<file path="src/rtl/pesf_pkg.sv">
package pesf_pkg;

  // Fixed-point format shared by inputs and results.
  localparam int FRAC    = 14;
  localparam int IN_W    = 16;
  localparam int VAL_W   = 19;
  localparam int NODE_W  = 4;
  localparam int ET_W    = 2;
  localparam int SQ_W    = 2 * IN_W - 1;
  localparam int KAP_W   = IN_W + 3;
  localparam int FW      = 34;
  localparam int PW      = 2 * FW;
  localparam int QUAD_SH = 3 * FRAC + 2;
  localparam int NQ      = 6;

  // Element types.
  localparam logic [ET_W-1:0] ET_TRI3  = 2'd0;
  localparam logic [ET_W-1:0] ET_QUAD4 = 2'd1;
  localparam logic [ET_W-1:0] ET_TRI6  = 2'd2;
  localparam logic [ET_W-1:0] ET_QUAD9 = 2'd3;

  // Rounding shift classes.
  localparam logic [1:0] SH_NONE = 2'd0;
  localparam logic [1:0] SH_FRAC = 2'd1;
  localparam logic [1:0] SH_QUAD = 2'd2;

  // One-dimensional factor kinds: linear minus/plus, quadratic minus/zero/plus.
  localparam logic [2:0] K_LM = 3'd0;
  localparam logic [2:0] K_LP = 3'd1;
  localparam logic [2:0] K_QM = 3'd2;
  localparam logic [2:0] K_QZ = 3'd3;
  localparam logic [2:0] K_QP = 3'd4;

  localparam logic [2:0] QUAD4_KX [4] = '{K_LM, K_LP, K_LP, K_LM};
  localparam logic [2:0] QUAD4_KY [4] = '{K_LM, K_LM, K_LP, K_LP};
  localparam logic [2:0] QUAD9_KX [9] = '{K_QM, K_QP, K_QP, K_QM, K_QZ, K_QP, K_QZ, K_QM, K_QZ};
  localparam logic [2:0] QUAD9_KY [9] = '{K_QM, K_QM, K_QP, K_QP, K_QM, K_QZ, K_QP, K_QZ, K_QZ};

  localparam logic signed [FW-1:0] ONE  = FW'(1);
  localparam logic signed [FW-1:0] UNIT = ONE <<< FRAC;
  localparam logic signed [FW-1:0] USQ  = UNIT <<< FRAC;

  localparam logic signed [PW:0] SAT_MAX = (PW+1)'((64'sd1 <<< (VAL_W - 1)) - 64'sd1);
  localparam logic signed [PW:0] SAT_MIN = -(PW+1)'(64'sd1 <<< (VAL_W - 1));

  // Point as it waits between front and back.
  typedef struct packed {
    logic [ET_W-1:0]          et;
    logic signed [IN_W-1:0]   x;
    logic signed [IN_W-1:0]   y;
    logic [SQ_W-1:0]          x2;
    logic [SQ_W-1:0]          y2;
    logic signed [KAP_W-1:0]  kap;
  } pt_ent_t;

  // A 1-D factor and its first and second derivative, over 2*U^2.
  typedef struct packed {
    logic signed [FW-1:0] d0;
    logic signed [FW-1:0] d1;
    logic signed [FW-1:0] d2;
  } fac_t;

  typedef struct packed {
    logic                    sat;
    logic signed [VAL_W-1:0] v;
  } rnd_t;

  function automatic logic [NODE_W-1:0] node_count(input logic [ET_W-1:0] et);
    logic [NODE_W-1:0] c;
    unique case (et)
      ET_TRI3:  c = NODE_W'(3);
      ET_QUAD4: c = NODE_W'(4);
      ET_TRI6:  c = NODE_W'(6);
      default:  c = NODE_W'(9);
    endcase
    return c;
  endfunction

  function automatic fac_t factor(input logic [2:0] k, input logic signed [IN_W-1:0] c,
                                  input logic [SQ_W-1:0] c2);
    logic signed [FW-1:0] xc;
    logic signed [FW-1:0] sq;
    logic signed [FW-1:0] xs;
    fac_t f;
    xc = FW'(c);
    sq = $signed({{(FW-SQ_W){1'b0}}, c2});
    xs = xc <<< FRAC;
    unique case (k)
      K_LM: begin
        f.d0 = (UNIT - xc) <<< FRAC;
        f.d1 = -USQ;
        f.d2 = '0;
      end
      K_LP: begin
        f.d0 = (UNIT + xc) <<< FRAC;
        f.d1 = USQ;
        f.d2 = '0;
      end
      K_QM: begin
        f.d0 = sq - xs;
        f.d1 = ((xc <<< 1) - UNIT) <<< FRAC;
        f.d2 = USQ <<< 1;
      end
      K_QZ: begin
        f.d0 = (USQ - sq) <<< 1;
        f.d1 = -(xs <<< 2);
        f.d2 = -(USQ <<< 2);
      end
      default: begin
        f.d0 = sq + xs;
        f.d1 = ((xc <<< 1) + UNIT) <<< FRAC;
        f.d2 = USQ <<< 1;
      end
    endcase
    return f;
  endfunction

  // Round half upward by the given shift class, then saturate.
  function automatic rnd_t round_sat(input logic signed [PW-1:0] p, input logic [1:0] sh);
    logic signed [PW:0] s;
    logic signed [PW:0] r;
    rnd_t o;
    s = $signed({p[PW-1], p});
    unique case (sh)
      SH_NONE: r = s;
      SH_FRAC: r = (s + ((PW+1)'(1) <<< (FRAC - 1))) >>> FRAC;
      default: r = (s + ((PW+1)'(1) <<< (QUAD_SH - 1))) >>> QUAD_SH;
    endcase
    if (r > SAT_MAX) begin
      o.sat = 1'b1;
      o.v   = SAT_MAX[VAL_W-1:0];
    end else if (r < SAT_MIN) begin
      o.sat = 1'b1;
      o.v   = SAT_MIN[VAL_W-1:0];
    end else begin
      o.sat = 1'b0;
      o.v   = r[VAL_W-1:0];
    end
    return o;
  endfunction

endpackage

</file>
<file path="src/rtl/pesf_fifo.sv">
module pesf_fifo (
  input  logic              clk,
  input  logic              rst,
  input  logic              push,
  input  pesf_pkg::pt_ent_t wdata,
  output logic              full,
  output logic              q_valid,
  input  logic              pop,
  output pesf_pkg::pt_ent_t rdata
);
  import pesf_pkg::*;

  pt_ent_t    mem [2];
  logic       wr_ptr;
  logic       rd_ptr;
  logic [1:0] cnt;

  assign full    = (cnt == 2'd2);
  assign q_valid = (cnt != 2'd0);
  assign rdata   = mem[rd_ptr];

  // Pointers and fill count.
  always_ff @(posedge clk) begin
    if (rst) begin
      wr_ptr <= 1'b0;
      rd_ptr <= 1'b0;
      cnt    <= 2'd0;
    end else begin
      if (push) begin
        wr_ptr <= !wr_ptr;
      end
      if (pop) begin
        rd_ptr <= !rd_ptr;
      end
      cnt <= cnt + 2'(push) - 2'(pop);
    end
  end

  always_ff @(posedge clk) begin
    if (push) begin
      mem[wr_ptr] <= wdata;
    end
  end

endmodule

</file>
<file path="config.mk">
export PLATFORM = sky130hd
export DESIGN_NAME = pesf_fifo
export DESIGN_NICKNAME = d
export VERILOG_FILES = /design/src/rtl/pesf_pkg.sv /design/src/rtl/pesf_fifo.sv
export SDC_FILE = /design/constraint.sdc
export NUM_CORES = 1
export LEC_CHECK = 0
export ABC_AREA = 1
export BUFFER_PORTS_ARGS = -buffer_cell sky130_fd_sc_hd__buf_2
export CAP_MARGIN = 25
export CORE_ASPECT_RATIO = 0.75
export CORE_MARGIN = 2
export CORE_UTILIZATION = 52
export DETAILED_ROUTE_END_ITERATION = 12
export MAX_ROUTING_LAYER = met4
export PLACE_DENSITY = 0.83
export SETUP_SLACK_MARGIN = 0.4
export SYNTH_ARGS = -nofsm -noshare
export SYNTH_HDL_FRONTEND = slang
export SYNTH_SLANG_ARGS = --single-unit
</file>
<file path="constraint.sdc">
create_clock -name clk -period 7 [get_ports clk]
set_input_delay 0.35 -clock clk [delete_from_list [all_inputs] [get_ports clk]]
set_output_delay 0.35 -clock clk [all_outputs]
set_load 0.01 [all_outputs]
</file>
Word level (Yosys, flattened, before mapping):

Memories as Yosys holds them, arrays and structs flattened. A register that Yosys moved wholly into a read port is not among the register bits.
Cells that the tools add are included.

* memory bits (writable): 230
* memories kept: 1
* latch bits: 0
* logic and storage cells: 14
* bits of input ports: 119
* flip-flop bits (word level): 4
* output and inout port bits: 117
* ROM bits: 0

* eq/ne operators: 1
* shift operators: 0
* $mul: 0
* order comparisons: 0
* $add $sub $neg: 2
* divide/modulo/power cells: 0
* reductions and logical operators: 3
* multiplexer cells: 4
* bitwise gates (word level): 0

Memories
* mem: words 2, width 115, rd ports 1, clocked after memory_dff 1, wr ports 1, RTL line pesf_fifo.sv:13 `pt_ent_t mem [2];`

Operators by type and width (count)
* two-way mux 1 bit: 4
* adder 2 x 1 -> 2 bit: 1
* equality test 2 bit, second input constant: 1
* zero test 1 bit: 2
* nonzero test 2 bit: 1
* subtractor 2 x 1 -> 2 bit: 1

Logic depth before layout (Yosys ltp):

Gate-level depths: netlist of the first run.

* word-level depth: 3
* mapped depth: 7
* depth with buffers taken out: 7

Worst setup path before layout of the first run:

No wires, ideal clock.

* kind: input -> register
* start: input port push
* end: memory mem[0][0] (netlist bit) (enable)
* setup time: 0.593 ns
* buffers on the path: 0
* stages on the path: 2
* required time: 6.407 ns
* setup slack: 1.205 ns
* arrival time: 5.202 ns
* path through: inv_1 -> nor2_1

* cells in the longest elaborated chain, start to end: 2

RTL lines
* start, declared: RTL line pesf_fifo.sv:4 `input logic push,`
* two-way mux 1 bit: RTL line pesf_fifo.sv:40 `if (push) begin`
* two-way mux 1 bit (not written as such): RTL line pesf_fifo.sv:41 `mem[wr_ptr] <= wdata;`
* end, declared: RTL line pesf_fifo.sv:13

Every way passes these cells.

==> results.yml, run 1 <==
status:
  status: "completed"
die:
  dieHeight_um: 116
  die_width_um: 154
  ios: 236
  rows: 40
  start_util: 0.538
  die_area_um2: 17800
  core_area_um2: 16200
yosys:
  synthTopCellsByArea: "edfxtp_1, mux2_4, mux2_2"
  synth.top_cell.area_share: 0.792
  synth_largest_area_cell: "edfxtp_1"
  syn-num-nets: 510
  avgSynthCellArea_um2: 22.4
  syn_area_um2: 8720
  yosysUniqueCellTypes: 14
  yosys_warnings: 0
  synth-seq-cells: 235
  netlist_instances: 389
  yosysSeqAreaShare: 0.803
critical_path:
  cp_slowest_stage_delay_ns: 0.88
  critPathArrivalTime_ns: 2.85
  rrSetupSlack_ns: 4.79
  reg2reg_depth: 3
  critPathKind: "reg -> out"
  cp_slowest_cell: "buf_4"
  cp-start-kind: "flop"
  crit_chain: "buf_4 > mux2_2 > buf_2"
  r2r-start: "wr_ptr"
  r2r-end: "mem[1][89]"
  worst_setup_path_end_kind: "primary output"
  crit_fanout: 65
  cp.required_ns: 6.65
  path_delay_family: "buffers and inverters"
  cp.buffers_inverters: 2
clock_network:
  cts-htree-levels: 1
  cts-root-buf: "clkbuf_16"
  postCtsHoldBufs: 0
  clkSlewWorstSetupHoldPaths_ns: 0.06
  cts.repair.resized: 0
  cts_buffers: 23
  cts_buffer_depth: 3
  tritoncts: "done"
  insertion_delay_ns: 0.49
  cts_sinks: 235
  post_cts_buffers: 0
placed_design:
  place.gp.congestion: 0.781
  dp_hpwl_um: 10900
  portBuffers: 235
  placed_cell_area_um2: 10100
grt:
  grtUsageTotal: 0.180
  grt_pass1_wl_um: 24000
  grt_max_degree: 66
  grt_pass1_vias: 4535
  antenna_found_initial: 4
  grt_overflow: 0
timing:
  tightest_slew_ns: 0.969
  setup_viol: 0
  fmax_ghz: 0.312
  rsz0062_at_grt: "no"
  final-hold-violation-count: 0
  period_share: 0.458
  hold_slack_ns: 0.0456
  tns_ns: 0
  period_needed_ns: 3.20
  finalClockSkew_ns: 0.00548
  drv_slew: 0
  slew-limit-headroom: 0.354
hold_path:
  min_from: "wdata[4]"
  hold_depth: 1
  worstHoldPathType: "in -> reg"
  whs_endpoint: "mem[0][4]"
flow_run:
  cap_viol_max_count: 0
cells_and_area:
  layout-drive-gt1-share: 0.591
  num-fill-cells: 1101
  syn_to_final_growth_pct: 23.7
  final_common_cell: "buf_2"
  fin_area_um2: 10800
  most-common-layout-cells: "buf_2, edfxtp_1, mux2_2"
  nets: 761
routing:
  remaining_drc_errors: 0
  via_per_inst: 5.05
  drt_iter0_drc: 249
  vias: 4395
  wl_per_cell_um: 18.5
  detail-route-antenna-nets: 0
  dr.pass1.iters: 4
  wl_um: 16100
power:
  power.leakage_uw: 0.00419
  irDropWorstVdd_mv: 0.189
  power.density_nw_per_um2: 289
  power_uw: 3120
[layer usage]
metal	track usage	share of wire
met4	0.0361	0.014
met3	0.0560	0.094
met1	0.230	0.41
met5	-	0
met2	0.289	0.48
[Yosys cell counts]
cell type / n
mux2_2: 65
nor3_1: 1
buf_6: 7
ha_1: 2
nand3_1: 1
dfxtp_1: 5
xnor2_1: 1
a21oi_1: 1
nand2_1: 5
edfxtp_1: 230
inv_1: 8
nor2_1: 7
mux2_4: 50
buf_2: 6
[registers in the layout, summed over array words and instances (netlist names), named ones only]
register,cells
rd_ptr,1
wr_ptr,1
mem,230
cnt,2
[worst max-delay path by stage]
stage / from / endpoint / slack, ns / cells after the start
finish: flop / rdata[25] / 3.80 / 3
detailed placement: flop / rdata[11] / 4.27 / 3
floorplan: push / mem[0][0] / 1.21 / 2
global placement: flop / rdata[8] / 4.29 / 3
global route: flop / rdata[29] / 3.62 / 3
CTS: flop / rdata[11] / 3.74 / 3
[through the flow]
stage          std cells  utilization  setup WS [ns]
6_report             870        0.666           3.80
3_3_place_gp         825        0.623           4.29
3_5_place_dp         825        0.623           4.27
5_1_grt              870        0.666           3.62
2_1_floorplan        389            -           1.21
4_1_cts              866        0.665           3.74
[area by class of cell]
class | instances | area [µm²] | area share
diodes | 4 | 10.0 | 0.000927
clock buffers | 32 | 619 | 0.0574
clock inverters | 9 | 67.6 | 0.00626
inverters | 8 | 32.5 | 0.00301
multi-input cells | 133 | 1580 | 0.147
flip-flops and latches | 235 | 7010 | 0.650
well taps | 210 | 263 | 0.0243
repair buffers | 239 | 1210 | 0.112
[power by group]
group	internal, µW	switching [µW]
combinational	164	162
sequential	1630	31.9
clock	653	474
[kinds of logic (layout without fill, tap and decap cells)]
logic type / Yosys count / in the layout / synth area share
buffers and inverters: 21 / 288 / 0.0159
multiplexers: 115 / 115 / 0.170
other: 0 / 4 / 0
flip-flops: 235 / 235 / 0.803
XOR/XNOR: 1 / 1 / 0.00100
AO/OA/AOI/OAI: 1 / 1 / 0.000573
adder cells (fa/ha/maj): 2 / 2 / 0.00287
AND/OR/NAND/NOR: 14 / 14 / 0.00631
Note: power is estimated with default switching activity, not from simulation.
==> inputs of run 2 (changes only) <==
==> constraint.sdc (replaced) <==
create_clock -name clk -period 3.1 [get_ports clk]
set_input_delay 0.155 -clock clk [delete_from_list [all_inputs] [get_ports clk]]
set_output_delay 0.155 -clock clk [all_outputs]
set_load 0.01 [all_outputs]
==> run 2 against run 1 <==
Compared with the run above: combinational power rose to 2.8 times the previous value; sequential power rose by 120%; cell count up 13%.
==> results.yml, run 2 (synthesis gave the netlist of run 1 again) <==
timing:
  fmax_ghz: 0.478
  setup_viol: 0
  fin_ws_ns: 1.01
  tightest_slew_ns: 0.804
  period_needed_ns: 2.09
  final-hold-violation-count: 0
  period_share: 0.675
  slew-limit-headroom: 0.464
  rsz0062_at_grt: "no"
  tns_ns: 0
  finalClockSkew_ns: 0.0198
  drv_slew: 0
grt:
  grt_use_met3: 0.0479
  grt_overflow: 0
  grt_pass1_vias: 5329
  grt_busiest_layer: "met2"
  grt_max_degree: 77
  use_met2: 0.384
  grtUsageTotal: 0.212
  grt_pass1_wl_um: 28500
  gr-usage-met1: 0.247
  antenna_found_initial: 0
routing:
  drt_iter0_drc: 348
  dr.pass1.iters: 4
  via_per_inst: 5.05
  wl_um: 18800
  remaining_drc_errors: 0
  wl_per_cell_um: 19.1
  vias: 4962
  detail-route-antenna-nets: 0
placed_design:
  dp.cells: 827
  place.gp.congestion: 0.761
  portBuffers: 235
  pre_cts_ws_ns: 1.39
  dp_hpwl_um: 10900
  placed_cell_area_um2: 10100
critical_path:
  critPathArrivalTime_ns: 1.94
  cp.required_ns: 2.94
  worst_setup_path_end_kind: "primary output"
  critPathKind: "reg -> out"
  crit_fanout: 39
  cp-start-kind: "flop"
clock_network:
  cts_sinks: 235
  post_cts_buffers: 0
  cts_buffer_depth: 3
  clkSlewWorstSetupHoldPaths_ns: 0.06
  insertion_delay_ns: 0.49
  tritoncts: "done"
  cts_buffers: 23
  cts-htree-levels: 1
  cts-root-buf: "clkbuf_16"
die:
  die_width_um: 154
  rows: 40
  die_area_um2: 17800
  ios: 236
  start_util: 0.538
  core_area_um2: 16200
  dieHeight_um: 116
cells_and_area:
  nets: 882
  final_common_cell: "buf_2"
  layout-drive-gt1-share: 0.497
  largest_register: "mem"
  final_cell_count_no_fill: 983
  antenna_cells: 0
  top_regs: "mem (230), cnt (2)"
  num-fill-cells: 929
  fin_area_um2: 12000
  largest_register_ffs: 230
  syn_to_final_growth_pct: 37.4
  most-common-layout-cells: "buf_2, edfxtp_1, dlygate4sd3_1"
power:
  irDropWorstVdd_mv: 0.561
  power.leakage_uw: 0.00468
  power.density_nw_per_um2: 594
  power_uw: 7110
status:
  status: "completed"
hold_path:
  worstHoldPathType: "in -> reg"
flow_run:
  cap_viol_max_count: 0
-- run 2: final cells by class --
type	instances	area [µm²]	share of cell area
Clock buffer	29	598	0.0499
Clock inverter	8	57.6	0.00480
Inverter	8	33.8	0.00282
Multi-Input combinational cell	133	1580	0.132
Sequential cell	235	7010	0.585
Tap cell	210	263	0.0219
Timing Repair Buffer	360	2440	0.203
-- run 2: path summary, 6_finish.rpt --
check                 start           to  slack, ns  cells past startpoint
setup reg to reg     wr_ptr  mem[1][102]       1.35                      3
setup / recovery       flop    rdata[56]       1.01                      3
hold / removal    wdata[33]   mem[0][33]       0.39                      2
hold reg to reg      rd_ptr       rd_ptr       0.53                      2
-- run 2: routing by layer --
layer	wire (µm)	up-vias
met4	350	0
met2	9880	209
met3	1180	28
li1	-	2267
met1	7410	2458
met5	0	-
-- run 2: timing repair --
item	4_1_cts	5_1_grt
endpoints found under the hold margin	234	0
hold buffers	119	0
gates resized for setup	0	0
endpoints found under the setup margin	0	0
-- run 2: worst max-delay path: stages (launching register included) --
cell	delay [ns]
dfxtp_4	0.35
buf_4	0.50
mux2_2	0.41
buf_2	0.15
-- run 2: power breakdown --
| part | switching (µW) | internal (µW) |
|---|---|---|
| clock network | 1050 | 1430 |
| logic | 435 | 475 |
| registers | 45.7 | 3680 |
-- run 2: metrics by stage --
step / utilization / hold slack [ns]
after floorplan: - / 0.226
after global placement: 0.625 / 0.343
after detailed placement: 0.625 / 0.346
after CTS: 0.739 / 0.358
after global routing: 0.739 / 0.380
final: 0.739 / 0.386
