<file path="src/rtl/pesf_pkg.sv">
package pesf_pkg;

  // Fixed-point format shared by inputs and results.
  localparam int FRAC    = 14;
  localparam int IN_W    = 16;
  localparam int VAL_W   = 19;
  localparam int NODE_W  = 4;
  localparam int ET_W    = 2;
  localparam int SQ_W    = 2 * IN_W - 1;
  localparam int KAP_W   = IN_W + 3;
  localparam int FW      = 34;
  localparam int PW      = 2 * FW;
  localparam int QUAD_SH = 3 * FRAC + 2;
  localparam int NQ      = 6;

  // Element types.
  localparam logic [ET_W-1:0] ET_TRI3  = 2'd0;
  localparam logic [ET_W-1:0] ET_QUAD4 = 2'd1;
  localparam logic [ET_W-1:0] ET_TRI6  = 2'd2;
  localparam logic [ET_W-1:0] ET_QUAD9 = 2'd3;

  // Rounding shift classes.
  localparam logic [1:0] SH_NONE = 2'd0;
  localparam logic [1:0] SH_FRAC = 2'd1;
  localparam logic [1:0] SH_QUAD = 2'd2;

  // One-dimensional factor kinds: linear minus/plus, quadratic minus/zero/plus.
  localparam logic [2:0] K_LM = 3'd0;
  localparam logic [2:0] K_LP = 3'd1;
  localparam logic [2:0] K_QM = 3'd2;
  localparam logic [2:0] K_QZ = 3'd3;
  localparam logic [2:0] K_QP = 3'd4;

  localparam logic [2:0] QUAD4_KX [4] = '{K_LM, K_LP, K_LP, K_LM};
  localparam logic [2:0] QUAD4_KY [4] = '{K_LM, K_LM, K_LP, K_LP};
  localparam logic [2:0] QUAD9_KX [9] = '{K_QM, K_QP, K_QP, K_QM, K_QZ, K_QP, K_QZ, K_QM, K_QZ};
  localparam logic [2:0] QUAD9_KY [9] = '{K_QM, K_QM, K_QP, K_QP, K_QM, K_QZ, K_QP, K_QZ, K_QZ};

  localparam logic signed [FW-1:0] ONE  = FW'(1);
  localparam logic signed [FW-1:0] UNIT = ONE <<< FRAC;
  localparam logic signed [FW-1:0] USQ  = UNIT <<< FRAC;

  localparam logic signed [PW:0] SAT_MAX = (PW+1)'((64'sd1 <<< (VAL_W - 1)) - 64'sd1);
  localparam logic signed [PW:0] SAT_MIN = -(PW+1)'(64'sd1 <<< (VAL_W - 1));

  // Point as it waits between front and back.
  typedef struct packed {
    logic [ET_W-1:0]          et;
    logic signed [IN_W-1:0]   x;
    logic signed [IN_W-1:0]   y;
    logic [SQ_W-1:0]          x2;
    logic [SQ_W-1:0]          y2;
    logic signed [KAP_W-1:0]  kap;
  } pt_ent_t;

  // A 1-D factor and its first and second derivative, over 2*U^2.
  typedef struct packed {
    logic signed [FW-1:0] d0;
    logic signed [FW-1:0] d1;
    logic signed [FW-1:0] d2;
  } fac_t;

  typedef struct packed {
    logic                    sat;
    logic signed [VAL_W-1:0] v;
  } rnd_t;

  function automatic logic [NODE_W-1:0] node_count(input logic [ET_W-1:0] et);
    logic [NODE_W-1:0] c;
    unique case (et)
      ET_TRI3:  c = NODE_W'(3);
      ET_QUAD4: c = NODE_W'(4);
      ET_TRI6:  c = NODE_W'(6);
      default:  c = NODE_W'(9);
    endcase
    return c;
  endfunction

  function automatic fac_t factor(input logic [2:0] k, input logic signed [IN_W-1:0] c,
                                  input logic [SQ_W-1:0] c2);
    logic signed [FW-1:0] xc;
    logic signed [FW-1:0] sq;
    logic signed [FW-1:0] xs;
    fac_t f;
    xc = FW'(c);
    sq = $signed({{(FW-SQ_W){1'b0}}, c2});
    xs = xc <<< FRAC;
    unique case (k)
      K_LM: begin
        f.d0 = (UNIT - xc) <<< FRAC;
        f.d1 = -USQ;
        f.d2 = '0;
      end
      K_LP: begin
        f.d0 = (UNIT + xc) <<< FRAC;
        f.d1 = USQ;
        f.d2 = '0;
      end
      K_QM: begin
        f.d0 = sq - xs;
        f.d1 = ((xc <<< 1) - UNIT) <<< FRAC;
        f.d2 = USQ <<< 1;
      end
      K_QZ: begin
        f.d0 = (USQ - sq) <<< 1;
        f.d1 = -(xs <<< 2);
        f.d2 = -(USQ <<< 2);
      end
      default: begin
        f.d0 = sq + xs;
        f.d1 = ((xc <<< 1) + UNIT) <<< FRAC;
        f.d2 = USQ <<< 1;
      end
    endcase
    return f;
  endfunction

  // Round half upward by the given shift class, then saturate.
  function automatic rnd_t round_sat(input logic signed [PW-1:0] p, input logic [1:0] sh);
    logic signed [PW:0] s;
    logic signed [PW:0] r;
    rnd_t o;
    s = $signed({p[PW-1], p});
    unique case (sh)
      SH_NONE: r = s;
      SH_FRAC: r = (s + ((PW+1)'(1) <<< (FRAC - 1))) >>> FRAC;
      default: r = (s + ((PW+1)'(1) <<< (QUAD_SH - 1))) >>> QUAD_SH;
    endcase
    if (r > SAT_MAX) begin
      o.sat = 1'b1;
      o.v   = SAT_MAX[VAL_W-1:0];
    end else if (r < SAT_MIN) begin
      o.sat = 1'b1;
      o.v   = SAT_MIN[VAL_W-1:0];
    end else begin
      o.sat = 1'b0;
      o.v   = r[VAL_W-1:0];
    end
    return o;
  endfunction

endpackage

</file>
<file path="src/rtl/pesf_ifs.sv">
// Point channel: one natural-coordinate point per transfer.
interface pesf_point_if;
  import pesf_pkg::*;
  logic                  valid;
  logic                  ready;
  logic signed [IN_W-1:0] xi;
  logic signed [IN_W-1:0] eta;
  modport source (output valid, xi, eta, input ready);
  modport sink (input valid, xi, eta, output ready);
endinterface


</file>
<file path="src/rtl/pesf_front.sv">
module pesf_front (
  input  logic                      clk,
  input  logic                      rst,
  pesf_point_if.sink                point,
  input  logic [pesf_pkg::ET_W-1:0] element_type,
  input  logic                      q_full,
  output logic                      push,
  output pesf_pkg::pt_ent_t         ent
);
  import pesf_pkg::*;

  logic             f_valid;
  pt_ent_t          f_ent;
  pt_ent_t          ent_next;
  logic signed [2*IN_W-1:0] xsq;
  logic signed [2*IN_W-1:0] ysq;

  // Classify the point: squares and the third triangle coordinate.
  always_comb begin
    xsq          = point.xi * point.xi;
    ysq          = point.eta * point.eta;
    ent_next.et  = element_type;
    ent_next.x   = point.xi;
    ent_next.y   = point.eta;
    ent_next.x2  = xsq[SQ_W-1:0];
    ent_next.y2  = ysq[SQ_W-1:0];
    ent_next.kap = KAP_W'(UNIT) - KAP_W'(point.xi) - KAP_W'(point.eta);
  end

  assign push        = f_valid && !q_full;
  assign point.ready = !f_valid || !q_full;
  assign ent         = f_ent;

  // Holding register in front of the queue.
  always_ff @(posedge clk) begin
    if (rst) begin
      f_valid <= 1'b0;
    end else if (point.valid && point.ready) begin
      f_valid <= 1'b1;
    end else if (push) begin
      f_valid <= 1'b0;
    end
  end

  always_ff @(posedge clk) begin
    if (point.valid && point.ready) begin
      f_ent <= ent_next;
    end
  end

endmodule

</file>
<file path="src/flat_wrapper.sv">
// flat-port wrapper written by rule: the top's interface ports become plain ports
module pesf_front_flat import pesf_pkg::*;
  (clk, rst, element_type, q_full, push, ent, point_valid, point_xi, point_eta, point_ready);
  pesf_point_if point_i ();
  input  logic clk;
  input  logic rst;
  input  logic [pesf_pkg::ET_W-1:0] element_type;
  input  logic q_full;
  output logic push;
  output pesf_pkg::pt_ent_t ent;
  input wire logic [$bits(point_i.valid)-1:0] point_valid;
  input wire logic [$bits(point_i.xi)-1:0] point_xi;
  input wire logic [$bits(point_i.eta)-1:0] point_eta;
  output wire logic [$bits(point_i.ready)-1:0] point_ready;
  assign point_i.valid = point_valid;
  assign point_i.xi = point_xi;
  assign point_i.eta = point_eta;
  assign point_ready = point_i.ready;
  pesf_front u_core (.clk(clk), .rst(rst), .point(point_i), .element_type(element_type), .q_full(q_full), .push(push), .ent(ent));
endmodule
</file>
<file path="config.mk">
export PLATFORM = sky130hd
export DESIGN_NAME = pesf_front_flat
export DESIGN_NICKNAME = d
export VERILOG_FILES = /design/src/rtl/pesf_pkg.sv /design/src/rtl/pesf_ifs.sv /design/src/rtl/pesf_front.sv /design/src/flat_wrapper.sv
export SDC_FILE = /design/constraint.sdc
export NUM_CORES = 1
export LEC_CHECK = 0
export ABC_AREA = 0
export BUFFER_PORTS_ARGS = -buffer_cell sky130_fd_sc_hd__buf_2
export CORE_UTILIZATION = 55
export DETAILED_ROUTE_END_ITERATION = 7
export PLACE_DENSITY = 0.85
export SETUP_SLACK_MARGIN = 0.15
export SLEW_MARGIN = 20
export SYNTH_ARGS = -nofsm -noshare
export SYNTH_HDL_FRONTEND = slang
export SYNTH_SLANG_ARGS = --single-unit
export TNS_END_PERCENT = 100
</file>
<file path="constraint.sdc">
create_clock -name clk -period 8.2 [get_ports clk]
set_input_delay 0.82 -clock clk [delete_from_list [all_inputs] [get_ports clk]]
set_output_delay 0.82 -clock clk [all_outputs]
set_load 0.005 [all_outputs]
</file>
* After elaboration in Yosys (flattened, before gate mapping)
Index checks and enable logic that the tools add are counted.
W data, S select, Z words.
** Cells by class
- $add $sub $neg :: 2
- Multipliers :: 2
- Divide/modulo/power cells :: 0
- Magnitude comparators :: 0
- Equality and inequality tests :: 0
- Shift-type cells :: 0
- Mux-type cells :: 2
- Bitwise operators :: 0
- Reduce and logical (&&, ||, !) cells :: 6
** Operators with widths (number)
- $mul A16 B16 Y31 :: 2
- $sub A17 B16 Y18 :: 1
- $sub A16 B16 Y17 const A :: 1
- $logic_and A1 B1 Y1 :: 2
- $logic_not A1 Y1 :: 2
- $mux W1 :: 2
- $reduce_bool A2 Y1 :: 1
- $logic_or A1 B1 Y1 :: 1
** Word-level totals
- Register bits after elaboration :: 116
- Bits in latches :: 0
- Bits in writable memories :: 0
- Bits in read-only memories :: 0
- Bits of input ports :: 38
- Output and inout bits :: 117
- Word-level logic and storage cells :: 19
- Memories :: 0

* Logic depth before layout (Yosys ltp)
Gate-level depths: netlist (run 1).
- Depth after elaboration :: 4
- Depth in mapped cells :: 24
- Gate-level depth less buffers :: 23

* Worst setup path before layout (run 1)
Ideal clock, no wire load.
- Kind :: input to register
- Start :: input point_xi[15]
- End :: register u_core.f_ent (netlist bit u_core.ent[80]) (data pin)
- Library setup time :: 266 ps
- Arrival time :: 6636 ps
- Required time :: 7934 ps
- Setup slack :: 1298 ps
- Stages :: 21
- Buffers on the path :: 2
- Cell sequence :: clkbuf_1 -> inv_1 -> buf_1 -> nor2_1 -> fa_1 -> fa_1 -> fa_1 -> fa_1 -> fa_1 -> inv_1 -> fa_1 -> inv_1 -> ha_1 -> a21o_1 -> a21o_1 -> a2111oi_1 -> o21ai_0 -> o221ai_1 -> o21bai_1 -> o41ai_1 -> xnor2_1
** RTL lines
- start: declaration :: line flat_wrapper.sv:12 : input wire logic [$bits(point_i.xi)-1:0] point_xi;
- end signal: assignment :: line pesf_front.sv:47 : f_ent <= ent_next;
- end: declaration :: line pesf_front.sv:13 : pt_ent_t f_ent;

==> flow_summary.ini, run 1 <==
[outcome]
outcome = completed

[timing]
timing.max_slew.rel_slack_pct = 28.1
finalCritPeriodShare_pct = 88.5
finalClockSkew_ns = 0.0161
final_max_slew_violation_count = 0
crit_path_time_final_ns = 7.26
final.setup.worst_slack_ns = 0.942
setup-violations-final = 0
max_freq_mhz = 138
setup-tns-final_ns = 0
worstMarginPinSlew_ns = 1.08
final-hold-violation-count = 0
rsz0062_at_grt = false

[global_route]
global_route.overflow_total = 0
grt_most_used_layer = met2
grt_usage_pct = 25.7
first_global_vias = 17100
grt.met1_usage_pct = 31.7
grt_pass1_wl_mm = 81.0
globalRouteMet2Util_pct = 45.0
grt_max_degree = 82
grt_antenna_before_repair = 3
met3_track_demand_over_resource_in_global_routing_pct = 4.10

[layout]
post_layout_nonfiller_instances = 2823
area.growth.synth_to_final_pct = 7.39
drive_gt1_share_pct = 8.77
final_cell_area_um2 = 23200
layout.nets = 3001
layout.cells.most_common = inv_1
leading_cell_types_in_the_layout_fill_and_taps_excluded = inv_1 (652), fa_1 (459), ha_1 (206)

[worst_hold_path]
hold_path_class = reg -> reg
worst_hold_path.endpoint = u_core.f_valid
beginning_of_the_worst_hold_path = u_core.f_valid
hold-path-cell-count = 2

[clock_network]
cts.hold.buffers_added = 0
numCtsBuffers = 9
cts_repair_resize_count = 0
cts_setup_buffers = 0
tritoncts_num_sinks = 111
tritoncts = built
worst_setup_hold_path_clk_slew_ns = 0.08
clock_insertion_delay_worst_skew_ns = 0.40
deepest_clock_path_buffer_count = 2
htreeDepth = 3
root_buffer = clkbuf_16

[setup_path]
cp_data_arrival_time_ns = 7.41
path_common_cell = fa_1
crit_family = adder cells
critical_path_required_ns = 8.35
ff2ff_setup_slack_ns = 6.03
criticalPathCategory = in -> reg
crit_fanout = 12
r2r_cells = 3
cpPeakStageDelay_ns = 0.55
capturing_element_type_of_the_critical_path = register
startpoint_type = input port
endpoint_of_the_lowest_slack_register_to_register_path = u_core.ent[110]
critical_path.cell_chain = buf_2 > clkinv_1 > nor2_1 > fa_1 > inv_1 > fa_1 > fa_1 > fa_1 > inv_1 > fa_1 > fa_1 > ha_1 > and3_1 > a221o_1 > a31oi_1 > o21ai_0 > a221oi_2 > o21ai_0 > a211oi_1 > xnor2_1
crit_slowest_cell = fa_1
cp_num_buf_inv = 4
r2r-start = u_core.f_valid

[die]
io_pins = 155
start_util_pct = 55.8
core-area_um2 = 38700
die_area_um2 = 40100
die_h_um = 200
die_w_um = 200
std_cell_rows = 72

[yosys]
postSynth.topFlopCell = edfxtp_1
yosysUniqueCellTypes = 55
postSynthRegisterBits = 111
synth_enable_flop_cells = 110
syn-cell-area_um2 = 21600
synth-adder-area-share_pct = 54.4
yosys_warnings = 0
synthArstFlopShare_pct = 0
syn_area_per_cell_um2 = 9.97
area_fraction_in_compound_gates_after_synthesis_pct = 5.94
synth.mux.area_fraction_pct = 0.104
post_synthesis_share_of_cell_area_spent_on_xor_and_xnor_gates_pct = 4.01
cell_count_after_synthesis = 2170
dominant_combinational_cell_family_by_area_after_synthesis = adder cells
yosys.area_share.simple_pct = 7.81
ys_seq_area_share_pct = 15.4

[route]
wirelength_mm = 48.1
antenna_left = 0
drtPass1Iterations = 5
detail_route.drc_violations = 0
routed-via-count = 15000
drt-initial-drc-count = 843
routed_wl_per_cell_um = 17.0
viasPerCell = 5.32

[place]
routabilityCongestion = 0.925
detailed_place_hpwl_mm = 40.3
dpl.cell_count = 2805
detailedPlace.worstSlack_ns = 0.579
port_buffers = 152
detailed_place.area_um2 = 22900

[flow_run]
max-cap-violations = 0
[worst max path at each step]
stage,from,endpoint,cells past startpoint
after floorplan,point_xi[15],u_core.ent[80],21
after global placement,point_eta[3],u_core.ent[48],20
after detailed placement,point_eta[3],u_core.ent[48],20
after CTS,point_eta[3],u_core.ent[48],20
after global routing,point_xi[11],u_core.ent[80],23
final,point_eta[3],u_core.ent[48],20
[synthesized netlist by cell type (all sizes together), types with 8 or more instances]
cell type	count	area share, %
edfxtp	110	15
nor3	12	0.28
nand2	155	2.7
ha	206	12
nand3	16	0.37
o31ai	8	0.28
o21bai	13	0.45
fa	459	42
or2	11	0.32
xor2	19	0.77
and2	26	0.75
a21oi	54	1.2
clkinv	9	0.16
o21ai	26	0.60
xnor2	80	3.2
buf	9	0.24
a21o	29	1.0
inv	652	11
nor2b	8	0.23
nor2	154	2.7
clkbuf	36	0.62
a211oi	8	0.28
[stage by stage]
step	hold slack, ns	util [%]
2_1_floorplan	0.465	-
3_3_place_gp	0.496	59.2
3_5_place_dp	0.532	59.2
4_1_cts	0.551	59.9
5_1_grt	0.573	60.0
6_report	0.545	60.0
[cells by family (layout without fill, tap and decap cells)]
family / after synthesis / in the layout
xor gates and xnor gates: 99 / 99
and+or+nand+nor: 399 / 399
AOI/OAI and AO/OA: 187 / 187
adders and majority gates: 665 / 665
muxes: 2 / 2
DFF: 111 / 111
buffers and inverters: 706 / 838
other: 1 / 4
[worst reg2reg max path, cell delays in order, from the launching register on]
cell	delay, ns
dfxtp_1	0.33
nand2_1	0.09
and2_4	0.40
buf_4	0.86
[registers in the layout, indices dropped and copies added (netlist names)]
name            count
u_core.f_valid      1
u_core.ent        110
[cell type report]
type	count	area, um^2
clock inverters	7	72.6
diodes	2	5.00
multi-input cells	1354	15600
well taps	518	648
fillers	3148	15500
clock buffers	9	225
repair buffers	161	828
inverters	661	2480
flip-flops and latches	111	3320
[per-layer routing]
layer / up-vias / share of wire [%]
met5: - / 0.027
met4: 2 / 3.2
met3: 111 / 6.7
met2: 570 / 51
met1: 7617 / 39
li1: 6726 / -
Power of run 1 is not shown: default switching activity piles up to over one toggle a cycle in this logic, so the estimate is an artifact.
==> run 2, diff against run 1 <==
--- a/config.mk
+++ b/config.mk
@@ -10,6 +10,7 @@
 export CORE_UTILIZATION = 55
 export DETAILED_ROUTE_END_ITERATION = 7
 export PLACE_DENSITY = 0.85
+export RECOVER_POWER = 50
 export SETUP_SLACK_MARGIN = 0.15
 export SLEW_MARGIN = 20
 export SYNTH_ARGS = -nofsm -noshare
==> run 2 against run 1 <==
  * The flow now finishes with violations (capacitance limit, slew limit)
  * Count of clock-buffer cells in the layout did not move
  * Sequential share of layout area rose by 0.071 points
  * Global-route usage did not move
  * Non-clock buffer count did not move
  * Routed wire length barely moved
  * Core utilization fell by 0.30 points
==> flow_summary.ini, run 2 (synthesis gave the netlist of run 1 again) <==
[clock_network]
clock_insertion_delay_worst_skew_ns = 0.40
root_buffer = clkbuf_16
htreeDepth = 3
deepest_clock_path_buffer_count = 2
cts.hold.buffers_added = 0
numCtsBuffers = 9
tritoncts_num_sinks = 111
cts_repair_resize_count = 0
tritoncts = built
cts_setup_buffers = 0
worst_setup_hold_path_clk_slew_ns = 0.08

[route]
detail_route.drc_violations = 0
antenna_left = 0
wirelength_mm = 48.0
drt-initial-drc-count = 763
drtPass1Iterations = 7
routed-via-count = 15000
viasPerCell = 5.33
routed_wl_per_cell_um = 17.0

[setup_path]
crit_slowest_cell = fa_1
cpPeakStageDelay_ns = 0.55
r2r_cells = 3
capturing_element_type_of_the_critical_path = register
ff2ff_setup_slack_ns = 4.90
cp_num_buf_inv = 4
cp_data_arrival_time_ns = 7.73
criticalPathCategory = in -> reg
critical_path.startpoint = point_eta[8]
r2r-start = u_core.f_valid
path_common_cell = fa_1
startpoint_type = input port
crit_family = adder cells
critical_path.cell_chain = clkbuf_1 > clkinv_1 > nor2_1 > fa_1 > inv_1 > fa_1 > fa_1 > fa_1 > inv_1 > fa_1 > fa_1 > ha_1 > and3_1 > a221o_1 > a31oi_1 > o21ai_0 > a221oi_2 > o21ai_0 > a211oi_1 > xnor2_1
critical_path_required_ns = 8.35
crit_fanout = 12
endpoint_of_the_lowest_slack_register_to_register_path = u_core.ent[110]

[timing]
final.setup.worst_slack_ns = 0.618
timing.max_slew.rel_slack_pct = -26.9
finalClockSkew_ns = 0.0172
final-hold-violation-count = 0
setup-violations-final = 0
rsz0062_at_grt = false
setup-tns-final_ns = 0
final_max_slew_violation_count = 31
worstMarginPinSlew_ns = 1.90
max_freq_mhz = 132
crit_path_time_final_ns = 7.58
finalCritPeriodShare_pct = 92.5

[layout]
largest_reg_flops = 110
drive_gt1_share_pct = 5.34
leading_cell_types_in_the_layout_fill_and_taps_excluded = inv_1 (652), fa_1 (459), ha_1 (206)
layout.filler_cells = 3186
layout.cells.most_common = inv_1
layout.nets = 3001
area.growth.synth_to_final_pct = 6.86

[die]
io_pins = 155
start_util_pct = 55.8
core-area_um2 = 38700
die_h_um = 200
die_area_um2 = 40100
die_w_um = 200
std_cell_rows = 72

[global_route]
first_global_vias = 17100
grt_max_degree = 82
grt_pass1_wl_mm = 81.0
grt_antenna_before_repair = 2
global_route.overflow_total = 0
grt_usage_pct = 25.7

[place]
routabilityCongestion = 0.925
port_buffers = 152
detailedPlace.worstSlack_ns = 0.579
detailed_place_hpwl_mm = 40.3

[worst_hold_path]
beginning_of_the_worst_hold_path = u_core.f_valid
worst_hold_path.endpoint = u_core.f_valid
hold_path_class = reg -> reg
hold-path-cell-count = 2

[outcome]
outcome = complete, but fails checks
violated_checks = capacitance limit, slew limit

[flow_run]
max-cap-violations = 1
## run 2: cell types whose count changed in the layout (fill, tap and decap cells not counted)
cell	before	now
diode_2	2	1
clkbuf_1	0	78
and2_0	0	1
buf_4	9	4
buf_2	152	79
and2_4	1	0
## run 2: per-layer routing
layer	global-route usage [%]	share of wire, %
met1	31.7	39
met2	45.0	51
met3	4.10	6.6
met4	10.3	3.6
met5	0	0.023
## run 2: layout make-up
cell class                      count  area (um^2)  share of cell area (%)
Antenna cell                        1         2.50                  0.0108
Tap cell                          518          648                    2.80
Sequential cell                   111         3320                    14.4
Clock buffer                        9          225                   0.975
Clock inverter                      7         72.6                   0.314
Timing Repair Buffer              161          718                    3.11
Inverter                          661         2480                    10.7
Multi-Input combinational cell   1354        15600                    67.7
## run 2: worst max-delay path by stage
stage | to | slack [ns] | cells past startpoint
after global placement | u_core.ent[48] | 0.85 | 20
after detailed placement | u_core.ent[48] | 0.58 | 20
after floorplan | u_core.ent[80] | 1.30 | 21
after global routing | u_core.ent[80] | 0.26 | 20
after CTS | u_core.ent[48] | 0.97 | 20
final | u_core.ent[48] | 0.62 | 20
## run 2: stage by stage
stage                     hold WS (ns)  instances  utilization [%]  area (um^2)
after global placement           0.496       2805             59.2        22900
after floorplan                  0.465       2171                -        21600
after detailed placement         0.532       2805             59.2        22900
after global routing             0.573       2822             59.7        23100
final                            0.551       2822             59.7        23100
after CTS                        0.551       2821             59.9        23200
## run 2: worst min-delay path, stage by stage, from the launching register on
cell and delay (ns):
dfxtp_1 0.36, a21oi_1 0.08, nor2_1 0.08
Power of run 2 is left out for the same reason.
==> run 3, diff against run 2 <==
--- a/config.mk
+++ b/config.mk
@@ -9,7 +9,7 @@
 export BUFFER_PORTS_ARGS = -buffer_cell sky130_fd_sc_hd__buf_2
 export CORE_UTILIZATION = 55
 export DETAILED_ROUTE_END_ITERATION = 7
-export PLACE_DENSITY = 0.85
+export PLACE_DENSITY = 0.74
 export RECOVER_POWER = 50
 export SETUP_SLACK_MARGIN = 0.15
 export SLEW_MARGIN = 20
==> run 3 against run 2 <==
  * The run still ends with capacitance limit, slew limit left
  * Worst hold slack worse by 0.026 ns
  * Register-to-register slack worse by 0.36 ns
  * Largest cell class unchanged
  * Critical path type unchanged
  * Via count is 2.9% lower
  * Worst setup slack better by 0.0064 ns
  * First-iteration DRC count is 7.9% higher
  * Clock skew is 0.0049 ns lower
  * Final cell count is 0.11% higher
  * Design area is 0.15% higher
==> flow_summary.ini, run 3 (synthesis gave the netlist of run 1 again) <==
[outcome]
outcome = complete, but fails checks
violated_checks = capacitance limit, slew limit

[timing]
setup-violations-final = 0
worstMarginPinSlew_ns = 2.48
final.setup.worst_slack_ns = 0.625
final.hold.worst_slack_ns = 0.525
setup-tns-final_ns = 0
finalCritPeriodShare_pct = 92.4
rsz0062_at_grt = false
final_max_slew_violation_count = 37
crit_path_time_final_ns = 7.58
max_freq_mhz = 132
finalClockSkew_ns = 0.0123
final-hold-violation-count = 0
timing.max_slew.rel_slack_pct = -65.5

[layout]
layout.cells.most_common = inv_1
largest_reg_flops = 110
area.growth.synth_to_final_pct = 7.01
post_layout_nonfiller_instances = 2825
leading_cell_types_in_the_layout_fill_and_taps_excluded = inv_1 (652), fa_1 (459), ha_1 (206)
drive_gt1_share_pct = 5.77
layout.nets = 3004
layout.filler_cells = 3324

[worst_hold_path]
beginning_of_the_worst_hold_path = u_core.f_valid
hold_path_class = reg -> reg
hold-path-cell-count = 2
worst_hold_path.endpoint = u_core.f_valid

[route]
drtPass1Iterations = 7
routed_wl_per_cell_um = 16.4
routed-via-count = 14600
drt-initial-drc-count = 823
wirelength_mm = 46.2
viasPerCell = 5.17
detail_route.drc_violations = 0
antenna_left = 0

[clock_network]
cts_repair_resize_count = 0
worst_setup_hold_path_clk_slew_ns = 0.08
root_buffer = clkbuf_16
cts.hold.buffers_added = 0
numCtsBuffers = 9
tritoncts_num_sinks = 111
deepest_clock_path_buffer_count = 2
clock_insertion_delay_worst_skew_ns = 0.41
tritoncts = built
htreeDepth = 3
cts_setup_buffers = 0

[global_route]
first_global_vias = 16400
grt_antenna_before_repair = 1
global_route.overflow_total = 0
grt_pass1_wl_mm = 79.5
grt_max_degree = 76
grt_usage_pct = 25.3

[setup_path]
endpoint_of_the_lowest_slack_register_to_register_path = u_core.ent[96]
cp_num_buf_inv = 4
crit_fanout = 12
path_common_cell = fa_1
crit_slowest_cell = fa_1
capturing_element_type_of_the_critical_path = register
critical_path_required_ns = 8.35
r2r_cells = 3
ff2ff_setup_slack_ns = 4.54
cp_data_arrival_time_ns = 7.73
crit_family = adder cells
criticalPathCategory = in -> reg
startpoint_type = input port
cpPeakStageDelay_ns = 0.56
r2r-start = u_core.f_valid
critical_path.cell_chain = clkbuf_1 > clkinv_1 > nor2_1 > fa_1 > inv_1 > fa_1 > fa_1 > fa_1 > inv_1 > fa_1 > fa_1 > ha_1 > and3_1 > a221o_1 > a31oi_1 > o21ai_0 > a221oi_2 > o21ai_0 > a211oi_1 > xnor2_1

[die]
core-area_um2 = 38700
io_pins = 155
die_h_um = 200
die_w_um = 200
die_area_um2 = 40100
std_cell_rows = 72
start_util_pct = 55.8

[place]
dpl.cell_count = 2808
detailedPlace.worstSlack_ns = 0.600
port_buffers = 152
detailed_place_hpwl_mm = 39.1
routabilityCongestion = 0.885

[flow_run]
max-cap-violations = 1
run 3: changes by cell type in the layout (fill, tap and decap cells not counted):
cell        change
clkinvlp_4      +1
buf_4           +4
clkinv_2        -1
inv_8           -1
buf_2           +6
clkbuf_1        -7
clkinv_4        +1
run 3: metrics by stage:
step	util, %	area [um^2]
6_report	59.7	23100
3_5_place_dp	59.2	22900
3_3_place_gp	59.2	22900
4_1_cts	60.0	23200
5_1_grt	59.7	23100
2_1_floorplan	-	21600
run 3: final cells by class:
type,count,area (um^2),share of cell area (%)
well taps,518,648,2.80
clock buffers,9,225,0.973
multi-input cells,1354,15600,67.6
inverters,661,2480,10.7
diodes,1,2.50,0.0108
repair buffers,164,752,3.25
clock inverters,7,72.6,0.314
flip-flops and latches,111,3320,14.4
run 3: worst max path at each step:
stage	cells past startpoint	start	end
after floorplan	21	point_xi[15]	u_core.ent[80]
after global placement	19	point_eta[15]	u_core.ent[49]
after detailed placement	22	point_eta[3]	u_core.ent[48]
after CTS	22	point_eta[3]	u_core.ent[48]
after global routing	20	point_eta[8]	u_core.ent[48]
final	20	point_eta[8]	u_core.ent[48]
run 3: tightest hold or removal path, cell delays in order (launching register included):
cell and delay, ns:
dfxtp_1 0.35, a21oi_1 0.07, nor2_1 0.07
run 3: metal layers:
metal / routed length [um] / track usage (%) / part of all wire, % / vias to the layer above
li1: - / - / - / 6737
met1: 19500 / 33.1 / 42 / 7421
met2: 23200 / 43.7 / 50 / 382
met3: 2350 / 3.06 / 5.1 / 66
met4: 1140 / 8.45 / 2.5 / 0
met5: 0 / 0 / 0 / -
Power of run 3 is left out for the same reason.
